## src/design/assert_macros.svh

```systemverilog
// Assertion macros used by the rasterizer controller.
`ifndef ASSERT_MACROS_SVH
`define ASSERT_MACROS_SVH

// Same-cycle implication, disabled while in reset
`define TLR_ASSERT_IMP(lbl, clk, rstn, ante, cons, msg) \
  lbl: assert property (@(posedge clk) disable iff (!rstn) (ante) |-> (cons)) \
    else $error(msg);

// Next-cycle implication, disabled while in reset
`define TLR_ASSERT_NXT(lbl, clk, rstn, ante, cons, msg) \
  lbl: assert property (@(posedge clk) disable iff (!rstn) (ante) |=> (cons)) \
    else $error(msg);

`endif

```

## src/design/tlr_pkg.sv

```systemverilog
// Shared types, widths and codes of the thick line rasterizer.
package tlr_pkg;

  localparam int FRACTION_BITS  = 4;
  localparam int SUB            = FRACTION_BITS + 1;   // internal units: half a raw LSB
  localparam int STEP           = 1 << SUB;            // one pixel in internal units
  localparam int PIXEL_BITS_DEF = 8;

  localparam int COORD_W = 12;   // raw endpoint field
  localparam int CI_W    = 13;   // endpoint in internal units
  localparam int W_W     = 8;    // stroke width field
  localparam int K_W     = 9;    // column / row index
  localparam int CNT_W   = 14;   // column count arithmetic
  localparam int RAD_W   = 28;   // square root radicand
  localparam int ROOT_W  = 14;   // square root result
  localparam int DVD_W   = 27;   // dividend
  localparam int DVS_W   = 13;   // divisor
  localparam int Q_W     = 14;   // useful quotient bits for a column center
  localparam int S_W     = 9;    // span half-length
  localparam int VAL_W   = 18;   // signed positions
  localparam int DX_W    = 11;   // disc column offset
  localparam int SQ_W    = 20;   // disc radicand before clipping
  localparam int MAJ_W   = 10;   // major pixel sum

  typedef enum logic {
    OP_LOAD  = 1'b0,
    OP_FETCH = 1'b1
  } op_t;

  typedef enum logic [1:0] {
    PH_START = 2'd0,
    PH_END   = 2'd1,
    PH_BODY  = 2'd2,
    PH_DONE  = 2'd3
  } phase_t;

  typedef enum logic [3:0] {
    CMD_NONE       = 4'd0,
    CMD_LOAD       = 4'd1,
    CMD_EMIT       = 4'd2,
    CMD_LEN_MUL    = 4'd3,
    CMD_SPAN_MUL   = 4'd4,
    CMD_SPAN_SET   = 4'd5,
    CMD_NEXT_PHASE = 4'd6,
    CMD_DISC_MUL   = 4'd7,
    CMD_BODY_MUL   = 4'd8,
    CMD_OPEN       = 4'd9,
    CMD_NEXT_COL   = 4'd10,
    CMD_RESP       = 4'd11
  } cmd_op_t;

  typedef struct packed {
    cmd_op_t op;
  } ctrl_cmd_t;

  typedef struct packed {
    logic phase_done;
    logic k_ge_count;
    logic phase_body;
    logic sqrt_done;
    logic div_done;
    logic col_open;
    logic adv_needed;
    logic out_free;
  } dp_status_t;

endpackage

```

## src/design/tlr_in_if.sv

```systemverilog
// Input channel: line loads and pixel fetches.
interface tlr_in_if;
  logic                      valid;
  logic                      ready;
  logic                      op;
  logic [tlr_pkg::COORD_W-1:0] x_start;
  logic [tlr_pkg::COORD_W-1:0] y_start;
  logic [tlr_pkg::COORD_W-1:0] x_end;
  logic [tlr_pkg::COORD_W-1:0] y_end;
  logic [tlr_pkg::W_W-1:0]     stroke_width;

  modport source (output valid, op, x_start, y_start, x_end, y_end, stroke_width,
                  input ready);
  modport sink   (input valid, op, x_start, y_start, x_end, y_end, stroke_width,
                  output ready);
endinterface

```

## src/design/tlr_out_if.sv

```systemverilog
// Result channel: one pixel word per input word.
interface tlr_out_if #(
  parameter int PIXEL_BITS = tlr_pkg::PIXEL_BITS_DEF
);
  logic                  valid;
  logic                  ready;
  logic [PIXEL_BITS-1:0] pixel_x;
  logic [PIXEL_BITS-1:0] pixel_y;
  logic                  pixel_valid;
  logic                  done_res;

  modport source (output valid, pixel_x, pixel_y, pixel_valid, done_res, input ready);
  modport sink   (input valid, pixel_x, pixel_y, pixel_valid, done_res, output ready);
endinterface

```

## src/design/tlr_sqrt.sv

```systemverilog
// Iterative floor square root, one result bit per cycle.
module tlr_sqrt (
  input  logic                        clk,
  input  logic                        rst_n,
  input  logic                        start,
  input  logic [tlr_pkg::RAD_W-1:0]   radicand,
  output logic                        done,
  output logic [tlr_pkg::ROOT_W-1:0]  root
);
  import tlr_pkg::*;

  logic [RAD_W-1:0] v_r, r_r, bit_r;
  logic [RAD_W-1:0] trial;
  logic             fits;
  logic             busy_r, done_r;

  assign trial = r_r + bit_r;
  assign fits  = v_r >= trial;

  // control
  always_ff @(posedge clk) begin
    if (!rst_n) begin
      busy_r <= 1'b0;
      done_r <= 1'b0;
    end else begin
      done_r <= 1'b0;
      if (start) begin
        busy_r <= 1'b1;
      end else if (busy_r && bit_r[0]) begin
        busy_r <= 1'b0;
        done_r <= 1'b1;
      end
    end
  end

  // digit recurrence
  always_ff @(posedge clk) begin
    if (start) begin
      v_r   <= radicand;
      r_r   <= '0;
      bit_r <= RAD_W'(1) << (RAD_W - 2);
    end else if (busy_r) begin
      if (fits) begin
        v_r <= v_r - trial;
        r_r <= (r_r >> 1) + bit_r;
      end else begin
        r_r <= r_r >> 1;
      end
      bit_r <= bit_r >> 2;
    end
  end

  assign done = done_r;
  assign root = r_r[ROOT_W-1:0];
endmodule

```

## src/design/tlr_div.sv

```systemverilog
// Restoring unsigned divider, one quotient bit per cycle.
module tlr_div (
  input  logic                       clk,
  input  logic                       rst_n,
  input  logic                       start,
  input  logic [tlr_pkg::DVD_W-1:0]  dividend,
  input  logic [tlr_pkg::DVS_W-1:0]  divisor,
  output logic                       done,
  output logic [tlr_pkg::DVD_W-1:0]  quotient
);
  import tlr_pkg::*;

  localparam int CNT_BITS = $clog2(DVD_W);

  logic [DVS_W-1:0]    rem_r;
  logic [DVD_W-1:0]    dq_r;
  logic [DVS_W-1:0]    dvs_r;
  logic [CNT_BITS-1:0] cnt_r;
  logic                busy_r, done_r;
  logic [DVS_W:0]      trial;
  logic                fits;

  assign trial = {rem_r, dq_r[DVD_W-1]};
  assign fits  = trial >= {1'b0, dvs_r};

  // control
  always_ff @(posedge clk) begin
    if (!rst_n) begin
      busy_r <= 1'b0;
      done_r <= 1'b0;
      cnt_r  <= '0;
    end else begin
      done_r <= 1'b0;
      if (start) begin
        busy_r <= 1'b1;
        cnt_r  <= CNT_BITS'(DVD_W - 1);
      end else if (busy_r) begin
        if (cnt_r == '0) begin
          busy_r <= 1'b0;
          done_r <= 1'b1;
        end else begin
          cnt_r <= cnt_r - 1'b1;
        end
      end
    end
  end

  // shift-subtract
  always_ff @(posedge clk) begin
    if (start) begin
      rem_r <= '0;
      dq_r  <= dividend;
      dvs_r <= divisor;
    end else if (busy_r) begin
      if (fits) begin
        rem_r <= DVS_W'(trial - {1'b0, dvs_r});
      end else begin
        rem_r <= trial[DVS_W-1:0];
      end
      dq_r <= {dq_r[DVD_W-2:0], fits};
    end
  end

  assign done     = done_r;
  assign quotient = dq_r;
endmodule

```

## src/design/tlr_datapath.sv

```systemverilog
// Rasterizer datapath: line geometry, span registers, arithmetic units, result register.
module tlr_datapath #(
  parameter int PIXEL_BITS = tlr_pkg::PIXEL_BITS_DEF
) (
  input  logic                         clk,
  input  logic                         rst_n,
  input  tlr_pkg::ctrl_cmd_t           cmd,
  output tlr_pkg::dp_status_t          status,
  input  logic [tlr_pkg::COORD_W-1:0]  x_start,
  input  logic [tlr_pkg::COORD_W-1:0]  y_start,
  input  logic [tlr_pkg::COORD_W-1:0]  x_end,
  input  logic [tlr_pkg::COORD_W-1:0]  y_end,
  input  logic [tlr_pkg::W_W-1:0]      stroke_width,
  input  logic                         out_ready,
  output logic                         out_valid,
  output logic [PIXEL_BITS-1:0]        pixel_x,
  output logic [PIXEL_BITS-1:0]        pixel_y,
  output logic                         pixel_valid,
  output logic                         done_res
);
  import tlr_pkg::*;

  // line registers
  logic [CI_W-1:0]  xs_r, ys_r, xe_r, ye_r;
  logic [W_W-1:0]   w_r;
  logic             horiz_r;
  logic [CI_W-1:0]  om_r, on_r, dmaj_r;
  logic [CI_W:0]    dmin_r;
  phase_t           phase_r;
  logic [K_W-1:0]   k_r;
  logic [S_W-1:0]   s_r;
  logic [VAL_W-1:0] inner_r, limit_r;
  logic [RAD_W-1:0] rad_r;
  logic [DVD_W-1:0] dvd_r;
  logic             neg_r;
  logic             sq_go_r, dv_go_r;
  logic [PIXEL_BITS-1:0] pend_x_r, pend_y_r, out_x_r, out_y_r;
  logic             pend_v_r, out_pv_r, out_done_r, out_valid_r;

  // arithmetic units
  logic              sq_done, dv_done;
  logic [ROOT_W-1:0] sq_root;
  logic [DVD_W-1:0]  quot;

  tlr_sqrt u_sqrt (
    .clk(clk), .rst_n(rst_n), .start(sq_go_r), .radicand(rad_r),
    .done(sq_done), .root(sq_root)
  );

  tlr_div u_div (
    .clk(clk), .rst_n(rst_n), .start(dv_go_r), .dividend(dvd_r), .divisor(dmaj_r),
    .done(dv_done), .quotient(quot)
  );

  // load geometry from the incoming word
  logic [CI_W-1:0] lxs, lys, lxe, lye, adx, ady;
  logic [CI_W:0]   ldx, ldy, ldmin;
  logic            lhoriz, lfrom;
  logic [CI_W-1:0] maj_s, maj_e, min_s, min_e, lom, lpm, lon, lpn;

  always_comb begin
    lxs    = {x_start, 1'b0};
    lys    = {y_start, 1'b0};
    lxe    = {x_end, 1'b0};
    lye    = {y_end, 1'b0};
    ldx    = {1'b0, lxe} - {1'b0, lxs};
    ldy    = {1'b0, lye} - {1'b0, lys};
    adx    = ldx[CI_W] ? CI_W'(-ldx) : ldx[CI_W-1:0];
    ady    = ldy[CI_W] ? CI_W'(-ldy) : ldy[CI_W-1:0];
    lhoriz = adx > ady;
    lfrom  = lhoriz ? (lxe > lxs) : (lye > lys);
    maj_s  = lhoriz ? lxs : lys;
    maj_e  = lhoriz ? lxe : lye;
    min_s  = lhoriz ? lys : lxs;
    min_e  = lhoriz ? lye : lxe;
    lom    = lfrom ? maj_s : maj_e;
    lpm    = lfrom ? maj_e : maj_s;
    lon    = lfrom ? min_s : min_e;
    lpn    = lfrom ? min_e : min_s;
    ldmin  = {1'b0, lpn} - {1'b0, lon};
  end

  // column counts and disc centers
  logic [CNT_W-1:0] disc_cnt, body_cnt, k_ext;
  logic [CI_W-1:0]  cx, cy, adm;
  logic             is_body;

  always_comb begin
    disc_cnt = (CNT_W'({w_r, 1'b0}) + CNT_W'(STEP - 1)) >> SUB;
    body_cnt = (CNT_W'(dmaj_r) + CNT_W'(STEP - 1)) >> SUB;
    k_ext    = CNT_W'(k_r);
    is_body  = phase_r == PH_BODY;
    cx       = (phase_r == PH_START) ? xs_r : xe_r;
    cy       = (phase_r == PH_START) ? ys_r : ye_r;
    adm      = dmin_r[CI_W] ? CI_W'(-dmin_r) : dmin_r[CI_W-1:0];
  end

  // radicands and dividends (multiplier outputs are registered)
  logic [2*CI_W-1:0]     maj_sq, min_sq;
  logic [2*W_W-1:0]      w_sq;
  logic [DX_W-1:0]       dx;
  logic signed [2*DX_W-1:0] dx_sq;
  logic [SQ_W-1:0]       disc_sq;
  logic [RAD_W-1:0]      disc_rad, len_rad;
  logic [W_W+ROOT_W-1:0] wl;
  logic [CI_W+K_W-1:0]   dk;

  always_comb begin
    maj_sq   = dmaj_r * dmaj_r;
    min_sq   = adm * adm;
    len_rad  = RAD_W'(maj_sq) + RAD_W'(min_sq);
    w_sq     = w_r * w_r;
    dx       = (DX_W'(k_r) << SUB) - DX_W'(w_r);
    dx_sq    = $signed(dx) * $signed(dx);
    disc_sq  = SQ_W'(w_sq) - dx_sq[SQ_W-1:0];
    disc_rad = (!disc_sq[SQ_W-1] && disc_sq != '0) ? RAD_W'(disc_sq) : '0;
    wl       = w_r * sq_root;
    dk       = adm * k_r;
  end

  // span bounds
  logic [VAL_W-1:0] h_ext, q_ext, ctr, open_inner, open_limit, xv, inner_step;
  logic             col_open;

  always_comb begin
    h_ext = VAL_W'(sq_root);
    q_ext = VAL_W'(quot[Q_W-1:0]);
    ctr   = VAL_W'(on_r) + (neg_r ? -q_ext : q_ext);
    if (is_body) begin
      open_inner = ctr - VAL_W'(s_r);
      open_limit = ctr + VAL_W'(s_r);
      col_open   = s_r != '0;
    end else begin
      open_inner = VAL_W'(cy) - h_ext;
      open_limit = VAL_W'(cy) + h_ext;
      col_open   = sq_root != '0;
    end
    xv         = VAL_W'(cx) - VAL_W'(w_r) + (VAL_W'(k_r) << SUB);
    inner_step = inner_r + VAL_W'(STEP);
  end

  // pixel of the current position
  logic [MAJ_W-1:0]      maj_sum;
  logic [VAL_W-1:0]      maj_ext;
  logic [PIXEL_BITS-1:0] maj_pix, min_pix, disc_x_pix, emit_x, emit_y;

  always_comb begin
    maj_sum    = MAJ_W'(om_r >> SUB) + MAJ_W'(k_r);
    maj_ext    = VAL_W'(maj_sum);
    maj_pix    = maj_ext[PIXEL_BITS-1:0];
    min_pix    = inner_r[SUB+PIXEL_BITS-1:SUB];
    disc_x_pix = xv[SUB+PIXEL_BITS-1:SUB];
    if (is_body) begin
      emit_x = horiz_r ? maj_pix : min_pix;
      emit_y = horiz_r ? min_pix : maj_pix;
    end else begin
      emit_x = disc_x_pix;
      emit_y = min_pix;
    end
  end

  // control registers
  always_ff @(posedge clk) begin
    if (!rst_n) begin
      phase_r <= PH_DONE;
      k_r     <= '0;
      sq_go_r <= 1'b0;
      dv_go_r <= 1'b0;
    end else begin
      sq_go_r <= 1'b0;
      dv_go_r <= 1'b0;
      unique case (cmd.op)
        CMD_LOAD: begin
          phase_r <= PH_START;
          k_r     <= '0;
        end
        CMD_LEN_MUL, CMD_DISC_MUL: sq_go_r <= 1'b1;
        CMD_SPAN_MUL, CMD_BODY_MUL: dv_go_r <= 1'b1;
        CMD_NEXT_PHASE: begin
          phase_r <= phase_t'(phase_r + 2'd1);
          k_r     <= '0;
        end
        CMD_OPEN: begin
          if (!col_open) k_r <= k_r + 1'b1;
        end
        CMD_NEXT_COL: k_r <= k_r + 1'b1;
        default: ;
      endcase
    end
  end

  // payload registers
  always_ff @(posedge clk) begin
    unique case (cmd.op)
      CMD_LOAD: begin
        xs_r     <= lxs;
        ys_r     <= lys;
        xe_r     <= lxe;
        ye_r     <= lye;
        w_r      <= stroke_width;
        horiz_r  <= lhoriz;
        om_r     <= lom;
        on_r     <= lon;
        dmaj_r   <= lpm - lom;
        dmin_r   <= ldmin;
        pend_x_r <= '0;
        pend_y_r <= '0;
        pend_v_r <= 1'b0;
      end
      CMD_EMIT: begin
        if (phase_r == PH_DONE) begin
          pend_x_r <= '0;
          pend_y_r <= '0;
          pend_v_r <= 1'b0;
        end else begin
          pend_x_r <= emit_x;
          pend_y_r <= emit_y;
          pend_v_r <= 1'b1;
          inner_r  <= inner_step;
        end
      end
      CMD_LEN_MUL:  rad_r <= len_rad;
      CMD_DISC_MUL: rad_r <= disc_rad;
      CMD_SPAN_MUL: dvd_r <= DVD_W'(wl);
      CMD_BODY_MUL: begin
        dvd_r <= DVD_W'({dk, {SUB{1'b0}}});
        neg_r <= dmin_r[CI_W];
      end
      CMD_SPAN_SET: s_r <= (dmaj_r == '0) ? '0 : quot[S_W-1:0];
      CMD_OPEN: begin
        inner_r <= open_inner;
        limit_r <= open_limit;
      end
      CMD_RESP: begin
        out_x_r    <= pend_x_r;
        out_y_r    <= pend_y_r;
        out_pv_r   <= pend_v_r;
        out_done_r <= phase_r == PH_DONE;
      end
      default: ;
    endcase
  end

  // result register handshake
  always_ff @(posedge clk) begin
    if (!rst_n) begin
      out_valid_r <= 1'b0;
    end else if (cmd.op == CMD_RESP) begin
      out_valid_r <= 1'b1;
    end else if (out_ready) begin
      out_valid_r <= 1'b0;
    end
  end

  // status back to the controller
  always_comb begin
    status.phase_done = phase_r == PH_DONE;
    status.k_ge_count = is_body ? (k_ext >= body_cnt) : (k_ext >= disc_cnt);
    status.phase_body = is_body;
    status.sqrt_done  = sq_done;
    status.div_done   = dv_done;
    status.col_open   = col_open;
    status.adv_needed = (phase_r != PH_DONE) && ($signed(inner_r) >= $signed(limit_r));
    status.out_free   = !out_valid_r || out_ready;
  end

  assign out_valid   = out_valid_r;
  assign pixel_x     = out_x_r;
  assign pixel_y     = out_y_r;
  assign pixel_valid = out_pv_r;
  assign done_res    = out_done_r;
endmodule

```

## src/design/tlr_ctrl.sv

```systemverilog
// Rasterizer controller: sequences loads, fetches and the span search.
`include "assert_macros.svh"
module tlr_ctrl (
  input  logic                clk,
  input  logic                rst_n,
  input  logic                in_valid,
  input  logic                in_op,
  output logic                in_ready,
  input  tlr_pkg::dp_status_t status,
  output tlr_pkg::ctrl_cmd_t  cmd
);
  import tlr_pkg::*;

  typedef enum logic [13:0] {
    S_IDLE      = 14'b00000000000001,
    S_LEN_MUL   = 14'b00000000000010,
    S_LEN_WAIT  = 14'b00000000000100,
    S_SPAN_MUL  = 14'b00000000001000,
    S_SPAN_WAIT = 14'b00000000010000,
    S_SPAN_SET  = 14'b00000000100000,
    S_SEEK      = 14'b00000001000000,
    S_DISC_MUL  = 14'b00000010000000,
    S_DISC_WAIT = 14'b00000100000000,
    S_BODY_MUL  = 14'b00001000000000,
    S_BODY_WAIT = 14'b00010000000000,
    S_OPEN      = 14'b00100000000000,
    S_ADV       = 14'b01000000000000,
    S_RESP      = 14'b10000000000000
  } state_t;

  state_t state_r, state_nxt;

  assign in_ready = state_r == S_IDLE;

  // next state and command
  always_comb begin
    state_nxt = state_r;
    cmd.op    = CMD_NONE;
    unique case (state_r)
      S_IDLE: begin
        if (in_valid) begin
          if (op_t'(in_op) == OP_LOAD) begin
            cmd.op    = CMD_LOAD;
            state_nxt = S_LEN_MUL;
          end else begin
            cmd.op    = CMD_EMIT;
            state_nxt = S_ADV;
          end
        end
      end
      S_LEN_MUL: begin
        cmd.op    = CMD_LEN_MUL;
        state_nxt = S_LEN_WAIT;
      end
      S_LEN_WAIT: if (status.sqrt_done) state_nxt = S_SPAN_MUL;
      S_SPAN_MUL: begin
        cmd.op    = CMD_SPAN_MUL;
        state_nxt = S_SPAN_WAIT;
      end
      S_SPAN_WAIT: if (status.div_done) state_nxt = S_SPAN_SET;
      S_SPAN_SET: begin
        cmd.op    = CMD_SPAN_SET;
        state_nxt = S_SEEK;
      end
      S_SEEK: begin
        if (status.phase_done) begin
          state_nxt = S_RESP;
        end else if (status.k_ge_count) begin
          cmd.op = CMD_NEXT_PHASE;
        end else if (status.phase_body) begin
          state_nxt = S_BODY_MUL;
        end else begin
          state_nxt = S_DISC_MUL;
        end
      end
      S_DISC_MUL: begin
        cmd.op    = CMD_DISC_MUL;
        state_nxt = S_DISC_WAIT;
      end
      S_DISC_WAIT: if (status.sqrt_done) state_nxt = S_OPEN;
      S_BODY_MUL: begin
        cmd.op    = CMD_BODY_MUL;
        state_nxt = S_BODY_WAIT;
      end
      S_BODY_WAIT: if (status.div_done) state_nxt = S_OPEN;
      S_OPEN: begin
        cmd.op    = CMD_OPEN;
        state_nxt = status.col_open ? S_RESP : S_SEEK;
      end
      S_ADV: begin
        if (status.adv_needed) begin
          cmd.op    = CMD_NEXT_COL;
          state_nxt = S_SEEK;
        end else begin
          state_nxt = S_RESP;
        end
      end
      S_RESP: begin
        if (status.out_free) begin
          cmd.op    = CMD_RESP;
          state_nxt = S_IDLE;
        end
      end
      default: state_nxt = S_IDLE;
    endcase
  end

  always_ff @(posedge clk) begin
    if (!rst_n) begin
      state_r <= S_IDLE;
    end else begin
      state_r <= state_nxt;
    end
  end

  `TLR_ASSERT_IMP(a_resp_free, clk, rst_n, cmd.op == CMD_RESP, status.out_free, "result overwrote a held word")
  `TLR_ASSERT_NXT(a_accept_busy, clk, rst_n, in_valid && in_ready, state_r != S_IDLE, "accepted word left no work")
  `TLR_ASSERT_IMP(a_sqrt_wait, clk, rst_n, status.sqrt_done, state_r == S_LEN_WAIT || state_r == S_DISC_WAIT, "root finished outside a wait")
endmodule

```

## src/design/thick_line_rasterizer_core.sv

```systemverilog
// Top level of the thick line rasterizer with round caps.
//
//  channel  dir  handshake      word
//  in_ch    in   valid/ready    op, x_start, y_start, x_end, y_end, stroke_width
//  out_ch   out  valid/ready    pixel_x, pixel_y, pixel_valid, done_res
//
// A fetch inside a span passes through S_IDLE, S_ADV and S_RESP to the result register;
// moving to a new disc column adds a 14-step square root, a new body column a 27-step
// divider. A load runs the length square root and the span divider, then the search
// for the first covered column. Each empty column passes through the same unit again.
// Reset is synchronous, active low, and leaves no line loaded (fetches report done).
// One word is in work at a time; a finished word waits in the output register
// while the next input word is accepted and processed.
module thick_line_rasterizer_core #(
  parameter int PIXEL_BITS = tlr_pkg::PIXEL_BITS_DEF
) (
  input  logic       clk,
  input  logic       rst_n,
  tlr_in_if.sink     in_ch,
  tlr_out_if.source  out_ch
);
  import tlr_pkg::*;

  ctrl_cmd_t  cmd;
  dp_status_t status;

  tlr_ctrl u_ctrl (
    .clk      (clk),
    .rst_n    (rst_n),
    .in_valid (in_ch.valid),
    .in_op    (in_ch.op),
    .in_ready (in_ch.ready),
    .status   (status),
    .cmd      (cmd)
  );

  tlr_datapath #(.PIXEL_BITS(PIXEL_BITS)) u_dp (
    .clk          (clk),
    .rst_n        (rst_n),
    .cmd          (cmd),
    .status       (status),
    .x_start      (in_ch.x_start),
    .y_start      (in_ch.y_start),
    .x_end        (in_ch.x_end),
    .y_end        (in_ch.y_end),
    .stroke_width (in_ch.stroke_width),
    .out_ready    (out_ch.ready),
    .out_valid    (out_ch.valid),
    .pixel_x      (out_ch.pixel_x),
    .pixel_y      (out_ch.pixel_y),
    .pixel_valid  (out_ch.pixel_valid),
    .done_res     (out_ch.done_res)
  );
endmodule
```

## src/flat_wrapper.sv

```systemverilog
// flat-port wrapper written by rule: the top's interface ports become plain ports
module thick_line_rasterizer_core_flat import tlr_pkg::*;
#(
  parameter int PIXEL_BITS = tlr_pkg::PIXEL_BITS_DEF
)
  (clk, rst_n, in_ch_valid, in_ch_op, in_ch_x_start, in_ch_y_start, in_ch_x_end, in_ch_y_end, in_ch_stroke_width, in_ch_ready, out_ch_valid, out_ch_pixel_x, out_ch_pixel_y, out_ch_pixel_valid, out_ch_done_res, out_ch_ready);
  tlr_in_if in_ch_i ();
  tlr_out_if #(.PIXEL_BITS(PIXEL_BITS)) out_ch_i ();
  input  logic clk;
  input  logic rst_n;
  input wire logic [$bits(in_ch_i.valid)-1:0] in_ch_valid;
  input wire logic [$bits(in_ch_i.op)-1:0] in_ch_op;
  input wire logic [$bits(in_ch_i.x_start)-1:0] in_ch_x_start;
  input wire logic [$bits(in_ch_i.y_start)-1:0] in_ch_y_start;
  input wire logic [$bits(in_ch_i.x_end)-1:0] in_ch_x_end;
  input wire logic [$bits(in_ch_i.y_end)-1:0] in_ch_y_end;
  input wire logic [$bits(in_ch_i.stroke_width)-1:0] in_ch_stroke_width;
  output wire logic [$bits(in_ch_i.ready)-1:0] in_ch_ready;
  output wire logic [$bits(out_ch_i.valid)-1:0] out_ch_valid;
  output wire logic [$bits(out_ch_i.pixel_x)-1:0] out_ch_pixel_x;
  output wire logic [$bits(out_ch_i.pixel_y)-1:0] out_ch_pixel_y;
  output wire logic [$bits(out_ch_i.pixel_valid)-1:0] out_ch_pixel_valid;
  output wire logic [$bits(out_ch_i.done_res)-1:0] out_ch_done_res;
  input wire logic [$bits(out_ch_i.ready)-1:0] out_ch_ready;
  assign in_ch_i.valid = in_ch_valid;
  assign in_ch_i.op = in_ch_op;
  assign in_ch_i.x_start = in_ch_x_start;
  assign in_ch_i.y_start = in_ch_y_start;
  assign in_ch_i.x_end = in_ch_x_end;
  assign in_ch_i.y_end = in_ch_y_end;
  assign in_ch_i.stroke_width = in_ch_stroke_width;
  assign in_ch_ready = in_ch_i.ready;
  assign out_ch_valid = out_ch_i.valid;
  assign out_ch_pixel_x = out_ch_i.pixel_x;
  assign out_ch_pixel_y = out_ch_i.pixel_y;
  assign out_ch_pixel_valid = out_ch_i.pixel_valid;
  assign out_ch_done_res = out_ch_i.done_res;
  assign out_ch_i.ready = out_ch_ready;
  thick_line_rasterizer_core #(.PIXEL_BITS(PIXEL_BITS)) u_core (.clk(clk), .rst_n(rst_n), .in_ch(in_ch_i), .out_ch(out_ch_i));
endmodule
```

## config.mk

```make
export PLATFORM = sky130hd
export DESIGN_NAME = thick_line_rasterizer_core_flat
export DESIGN_NICKNAME = d
export VERILOG_FILES = /design/src/design/tlr_pkg.sv /design/src/design/tlr_in_if.sv /design/src/design/tlr_out_if.sv /design/src/design/tlr_sqrt.sv /design/src/design/tlr_div.sv /design/src/design/tlr_datapath.sv /design/src/design/tlr_ctrl.sv /design/src/design/thick_line_rasterizer_core.sv /design/src/flat_wrapper.sv
export VERILOG_INCLUDE_DIRS = /design/src /design/src/design
export SDC_FILE = /design/constraint.sdc
export NUM_CORES = 2
export LEC_CHECK = 0
export ABC_CLOCK_PERIOD_IN_PS = 19800
export CAP_MARGIN = 15
export CORE_UTILIZATION = 65
export CTS_CLUSTER_SIZE = 8
export DETAILED_ROUTE_END_ITERATION = 10
export DONT_BUFFER_PORTS = 1
export MAX_ROUTING_LAYER = met4
export PLACE_DENSITY = 0.91
export SETUP_SLACK_MARGIN = 0.2
export SLEW_MARGIN = 20
export SYNTH_ARGS = -nofsm -noshare
export SYNTH_HDL_FRONTEND = slang
export SYNTH_SLANG_ARGS = --single-unit
```

## constraint.sdc

```tcl
create_clock -name clk -period 19.8 [get_ports clk]
set_input_delay 1.98 -clock clk [delete_from_list [all_inputs] [get_ports clk]]
set_output_delay 1.98 -clock clk [all_outputs]
set_load 0.01 [all_outputs]
```

# Yosys cells after proc, flatten, opt, wreduce, memory -nomap -nowiden
# Cells that the tools add are included.
op_classes:
  add_sub_neg: 29
  muxes: 78
  n_lt_le_gt_ge: 8
  eq_ne: 38
  multipliers: 6
  reduce_logical: 35
  n_bitwise: 3
ops:
  columns: ["cell", "n"]
  rows:
  - ["case mux 14 bit (14 select lines)", 1]
  - ["2-to-1 mux 13 bit", 15]
  - ["2-to-1 mux 14 bit", 10]
  - ["2-to-1 mux 28 bit", 4]
  - ["2-to-1 mux 18 bit", 4]
  - ["case mux 28 bit (2 select lines)", 1]
  - ["2-to-1 mux 27 bit", 2]
  - ["case mux 27 bit (2 select lines)", 1]
  - ["multiplier 13 x 13 -> 26 bit", 2]
  - ["2-to-1 mux 8 bit", 6]
  - ["subtractor 13 x 13 -> 14 bit", 3]
  - ["case mux 4 bit (10 select lines)", 1]
  - ["greater-than comparator 13 bit", 3]
  - ["negation 13 bit", 3]
  - ["case mux 18 bit (2 select lines)", 1]
  - ["case mux 8 bit (2 select lines)", 2]
  - ["adder 27 x 27 -> 28 bit", 1]
  - ["adder 28 x 27 -> 28 bit", 1]
  - [">= comparator 28 bit", 1]
  - ["subtractor 28 bit", 1]
  - ["adder 26 x 26 -> 27 bit", 1]
  - ["case mux 9 bit (3 select lines)", 1]
  - ["subtractor 13 bit", 2]
  - ["multiplier 13 x 9 -> 22 bit", 1]
  - ["72 further kinds", 129]
word_totals:
  reg_bits: 406
  in_bits: 61
  out_inout_bits: 20
  word_cells: 238

# Longest topological paths before layout
depth:
  ltp_word: 10
  ltp_mapped: 36
  mapped_depth_nobuf: 34

# Cells and area by module
# From an unflattened synthesis, not the netlist that was laid out.
unflattened:
  hier_cells: 5426
  area_unflattened_um2: 50378.3
by_module_without_submodules:
  columns: ["mod", "cells_per_inst", "seq_area_each_um2", "instances", "area_each_um2"]
  rows:
  - ["tlr_datapath", 4249, 7367.1, 1, 39748.1]
  - ["tlr_sqrt", 778, 1721.7, 1, 6408.6]
  - ["tlr_div", 259, 1601.5, 1, 3091.7]
  - ["tlr_ctrl", 140, 280.3, 1, 1129.8]

# Worst setup path before layout
# No wires, ideal clock.
synth_timing:
  path_kind: "input port to flip-flop"
  start: "input port in_ch_x_end[0]"
  end: "register u_core.u_dp.dmaj_r[11] (data pin)"
  cell_stages: 32
  arrival_time_ps: 8933
  slack_ps: 10606
  required_ps: 19539
  setup_time_ps: 261
  n_path_buf: 2
  cell_sequence: "inv_1 -> ha_1 -> inv_1 -> fa_1 -> a21o_1 -> a21oi_2 -> nor4b_1 -> nand4b_1 -> or4_4 -> or4_4 -> o31a_1 -> mux2i_1 -> xor2_1 -> ha_1 -> nand4_1 -> or4_1 -> o221ai_1 -> inv_1 -> clkbuf_1 -> buf_1 -> mux2i_1 -> ha_1 -> fa_1 -> nor2b_1 -> o21ai_0 -> a21boi_0 -> o21ai_0 -> a21boi_0 -> o21ai_0 -> a21boi_0 -> nor4_1 -> a311o_1"
synth_via:
  elab_chain_cells: 7
  word_cells_on_any_way: 11
  cone_classes: "3 x add/sub; 2 x order compare; 6 x mux"
synth_lines:
  columns: ["element", "line", "source"]
  rows:
  - ["start: declaration", "flat_wrapper.sv:15", "input wire logic [$bits(in_ch_i.x_end)-1:0] in_ch_x_end;"]
  - ["subtractor 13 x 13 -> 14 bit", "tlr_datapath.sv:66", "ldx = {1'b0, lxe} - {1'b0, lxs};"]
  - ["negation 13 bit", "tlr_datapath.sv:68", "adx = ldx[CI_W] ? CI_W'(-ldx) : ldx[CI_W-1:0];"]
  - ["2-to-1 mux 13 bit", "tlr_datapath.sv:68", null]
  - ["greater-than comparator 13 bit", "tlr_datapath.sv:70", "lhoriz = adx > ady;"]
  - ["2-to-1 mux 1 bit, or another cell as far along", "tlr_datapath.sv:71", "lfrom = lhoriz ? (lxe > lxs) : (lye > lys);"]
  - ["2-to-1 mux 13 bit, on equally long branches", "tlr_datapath.sv:77, tlr_datapath.sv:76", null]
  - ["subtractor 13 bit *", "tlr_datapath.sv:204", "dmaj_r <= lpm - lom;"]
  - ["end signal: assignment", "tlr_datapath.sv:204", null]
  - ["end: declaration", "tlr_datapath.sv:27", "logic [CI_W-1:0] om_r, on_r, dmaj_r;"]
# Mark *: on every way between the ends. The rest lies on a longest branch, timed or not.
# A chain may end at the register's enable or synchronous reset.

# Final worst setup path
layout_timing:
  start: "register u_core.u_dp.w_r[1]"
  end: "register u_core.u_dp.rad_r[10] (data pin)"
layout_via:
  elab_chain_cells: 8
  word_cells_on_any_way: 17
  cone_classes: "3 x add/sub; 2 x mul; 1 x order compare; 2 x eq/ne; 6 x mux; 3 x reduce/logical"
layout_lines:
  columns: ["element", "line", "source"]
  rows:
  - ["start: declaration", "tlr_datapath.sv:25", "logic [W_W-1:0] w_r;"]
  - ["start signal: assignment", "tlr_datapath.sv:200", "w_r <= stroke_width;"]
  - ["parallel branches: the longest is 7 deep, another holds multiplier 11 x 11 -> 20 bit", null, null]
  - ["case mux 28 bit (2 select lines) *", "tlr_datapath.sv:194", "unique case (cmd.op)"]
  - ["end signal: assignment", "tlr_datapath.sv:222", "CMD_LEN_MUL: rad_r <= len_rad;"]
  - ["end signal: assignment", "tlr_datapath.sv:223", "CMD_DISC_MUL: rad_r <= disc_rad;"]
  - ["end: declaration", "tlr_datapath.sv:33", "logic [RAD_W-1:0] rad_r;"]
# Mark *: on every way between the ends. The select of a mux whose other input is x is not followed.

==> results.sh <==
export IMPL_status="finished clean"
export IMPL_slowest_delay_ns=0.74
export IMPL_worst_ep_arrival_time_ns=10.24
export IMPL_nFillCells=5214
export IMPL_drt_first_pass_iters=10
export IMPL_synth_sequential_area_ratio_pct=22.32
export IMPL_tritoncts="done"
export IMPL_multiInputGateArea_um2=34310
export IMPL_finClkSkew_ns=0.08916
export IMPL_detail_route_wl_per_cell_um=22.82
export IMPL_layout_area_seq_um2=10940
export IMPL_portBuffers=0
export IMPL_place_hpwl_mm=110.0
export IMPL_synth_seq_cells=395
export IMPL_ios=81
export IMPL_first_global_vias=41010
export IMPL_clock_fmax_mhz=100.8
export IMPL_cp_required_ns=20.12
export IMPL_layout_drive_gt1_share_pct=4.521
export IMPL_clock_tree_htree_level_count=2
export IMPL_clock_pin_slew_worst_setup_and_hold_paths_ns=0.06
export IMPL_netlist_area_um2=49010
export IMPL_grt_overflow_total=0
export IMPL_ys_warnings_count=0
export IMPL_synth_edf_count=303
export IMPL_worstPathMaxFanout=19
export IMPL_vias=40000
export IMPL_critical_path_buffer_and_inverter_count=4
export IMPL_synthCells=5306
export IMPL_tightest_slew_ns=1.187
export IMPL_setup_viol_count_final=0
export IMPL_grt_total_usage_pct=38.69
export IMPL_holdCritPathClass="register to register"
export IMPL_slowest_stage_cell_on_the_critical_path="xnor2_1"
export IMPL_syn_mean_instance_area_um2=9.236
export IMPL_period_needed_ns=9.923
export IMPL_crit_path_start_kind="register"
export IMPL_synthMuxAreaShare_pct=4.805
export IMPL_drc=0
export IMPL_max_clock_path_buffers=3
export IMPL_fin_nets=6355
export IMPL_timing_final_crit_share_pct=50.12
export IMPL_initial_core_util_pct=65.72
export IMPL_pre_cts_ws_ns=9.910
export IMPL_die_width_um=276.6
export IMPL_unique_masters_post_synth=82
export IMPL_core_region_area_um2=74570
export IMPL_synthesis_nets=6418
export IMPL_design_die_area_um2=76500
export IMPL_fp_row_count=100
export IMPL_crit_path_end_kind="register"
export IMPL_hold_buffer_count_at_cts=0
export IMPL_globalplace_congestion=1.068
export IMPL_synth_compound_area_share_pct=11.01
export IMPL_synthSimpleGateAreaFrac_pct=13.53
export IMPL_grt_max_degree=96
export IMPL_crit_path_frequent_cell="fa_1"
export IMPL_worstSkewPairLatency_ns=0.68
export IMPL_final_setup_tns_ns=0
export IMPL_detail_route_wirelength_mm=143.1
export IMPL_post_cts_buffers=0
export IMPL_critical_path_top_delay_family="adder cells"
export IMPL_clock_sink_count=395
export IMPL_cts_buffers_inserted=57
export IMPL_first_pass_grt_wire_length_mm=223.1
export IMPL_grt_setup_unrepaired="false"
export IMPL_synthXorXnorAreaFrac_pct=6.020
export IMPL_count_of_instances_resized_after_the_clock_tree_is_built=0
export IMPL_postSynth_topFlopCell="edfxtp_1"
export IMPL_criticalPathCategory="register to register"
export IMPL_die_y_um=276.6
export IMPL_postLayoutCoreUtil_pct=69.40
export IMPL_combinational_family_with_the_most_area_after_synthesis="adder cells"
export IMPL_timing_hold_violations_final=0
export IMPL_drt_iter0_markers=4707
export IMPL_max_cap_viol_count=0
export IMPL_rrSetupSlack_ns=9.88
export IMPL_relative_max_transition_margin_pct=20.01
export IMPL_synthAdderAreaFrac_pct=34.51
export IMPL_timing_final_max_slew_violations=0
export IMPL_flow_area_growth_from_synthesis_pct=5.609
export IMPL_antenna_violations_before_repair=9
export IMPL_drtAntennaViolNets=0
export IMPL_synth_async_reset_ratio_pct=0
export IMPL_final_critical_path_setup_slack_ns=9.877
export IMPL_dr_vias_cell=6.380
export IMPL_cts_root_buffer="clkbuf_16"
cells by family after synthesis:
family	after synthesis
compound gates	843
fa+ha+maj	1051
buf+inv	1012
flops	395
mux	226
simple gates	1443
xor+xnor	336
flip-flops by register name, summed over array words and instances (netlist names), 13 cells and up:
register / count
u_core.u_dp.u_div.quotient: 27
u_core.u_dp.limit_r: 18
u_core.u_ctrl.state_r: 14
u_core.u_dp.rad_r: 26
u_core.u_dp.inner_r: 18
u_core.u_dp.dvd_r: 27
u_core.u_dp.u_sqrt.r_r: 28
u_core.u_dp.u_sqrt.v_r: 28
u_core.u_dp.dmin_r: 13
u_core.u_dp.u_div.rem_r: 13
u_core.u_dp.u_sqrt.bit_r: 14
area by class of cell:
class | count | area share [%]
Tap cell | 969 | 2.343
Clock buffer | 97 | 3.046
Sequential cell | 395 | 21.15
Timing Repair Buffer | 56 | 0.8510
Antenna cell | 13 | 0.06286
Clock inverter | 6 | 0.2127
Multi-Input combinational cell | 3899 | 66.29
Inverter | 834 | 6.051
through the flow:
stage                     hold slack, ns  instance area (um2)  instances
after detailed placement          0.4045                50010       6152
final                             0.4164                51750       6269
after global placement            0.4004                50010       6152
after CTS                         0.4170                51690       6255
after global routing              0.4196                51740       6263
after floorplan                   0.4003                49010       5306
final timing paths:
kind | from | endpoint | cells past startpoint
min reg2reg | u_core.u_dp.pend_y_r[6]$_SDFFCE_PN0P_ | u_core.u_dp.pixel_y[6]$_DFFE_PP_ | 0
min | u_core.u_dp.pend_y_r[6]$_SDFFCE_PN0P_ | u_core.u_dp.pixel_y[6]$_DFFE_PP_ | 0
max reg2reg | u_core.u_dp.w_r[1]$_DFFE_PP_ | u_core.u_dp.rad_r[10]$_DFFE_PP_ | 27
max | u_core.u_dp.w_r[1]$_DFFE_PP_ | u_core.u_dp.rad_r[10]$_DFFE_PP_ | 27
routing by layer:
metal / vias up / GRT usage, % / wire length [um]
met1: 19260 / 46.38 / 52200
met3: 654 / 11.14 / 18220
met5: - / - / 0
met2: 2446 / 57.77 / 62630
li1: 17640 / - / -
met4: 0 / 23.62 / 10030
layout by cell type, fill, tap and decap left out, types with 57 or more instances in the layout:
| master | count |
|---|---|
| nand3_1 | 59 |
| dfxtp_1 | 89 |
| and2_1 | 71 |
| inv_1 | 820 |
| xnor2_1 | 223 |
| ha_1 | 549 |
| nor3_1 | 81 |
| clkbuf_16 | 57 |
| fa_1 | 501 |
| nor2_1 | 485 |
| o21ai_0 | 196 |
| mux2i_1 | 152 |
| xor2_1 | 111 |
| mux2_2 | 74 |
| edfxtp_1 | 303 |
| a21oi_1 | 226 |
| nand2_1 | 451 |
| a21o_1 | 61 |
cells in the mapped netlist, types with 8 or more instances:
master | number | area (um2)
a211o_1 | 9 | 78.83
a211oi_1 | 51 | 382.9
a21boi_0 | 17 | 127.6
a21o_1 | 61 | 457.9
a21oi_1 | 226 | 1131
a311oi_1 | 13 | 113.9
a31oi_1 | 34 | 212.7
and2_1 | 71 | 444.2
and3_1 | 20 | 125.1
buf_1 | 27 | 101.4
buf_2 | 14 | 70.07
clkbuf_1 | 135 | 506.7
clkinv_1 | 11 | 41.29
dfxtp_1 | 92 | 1842
edfxtp_1 | 303 | 9099
fa_1 | 501 | 10030
ha_1 | 550 | 6882
inv_1 | 821 | 3082
mux2_2 | 74 | 833.3
mux2i_1 | 152 | 1521
nand2_1 | 451 | 1693
nand2b_1 | 54 | 337.8
nand3_1 | 59 | 295.3
nand3b_1 | 8 | 60.06
nand4_1 | 37 | 231.5
nand4b_1 | 9 | 78.83
nor2_1 | 486 | 1824
nor2b_1 | 54 | 337.8
nor3_1 | 81 | 405.4
nor4_1 | 30 | 187.7
o211ai_1 | 17 | 127.6
o21a_1 | 41 | 307.8
o21ai_0 | 198 | 991.0
o21bai_1 | 34 | 255.2
o22ai_1 | 11 | 68.82
o31a_1 | 14 | 122.6
o31ai_1 | 29 | 217.7
o41ai_1 | 15 | 131.4
or2_2 | 13 | 81.33
or3_1 | 25 | 156.4
or4_1 | 18 | 135.1
xnor2_1 | 224 | 1962
xor2_1 | 111 | 972.2
Power is left out: the tool's default activity adds up to more than one toggle a clock period on the data nets, which glitch-free logic cannot reach.
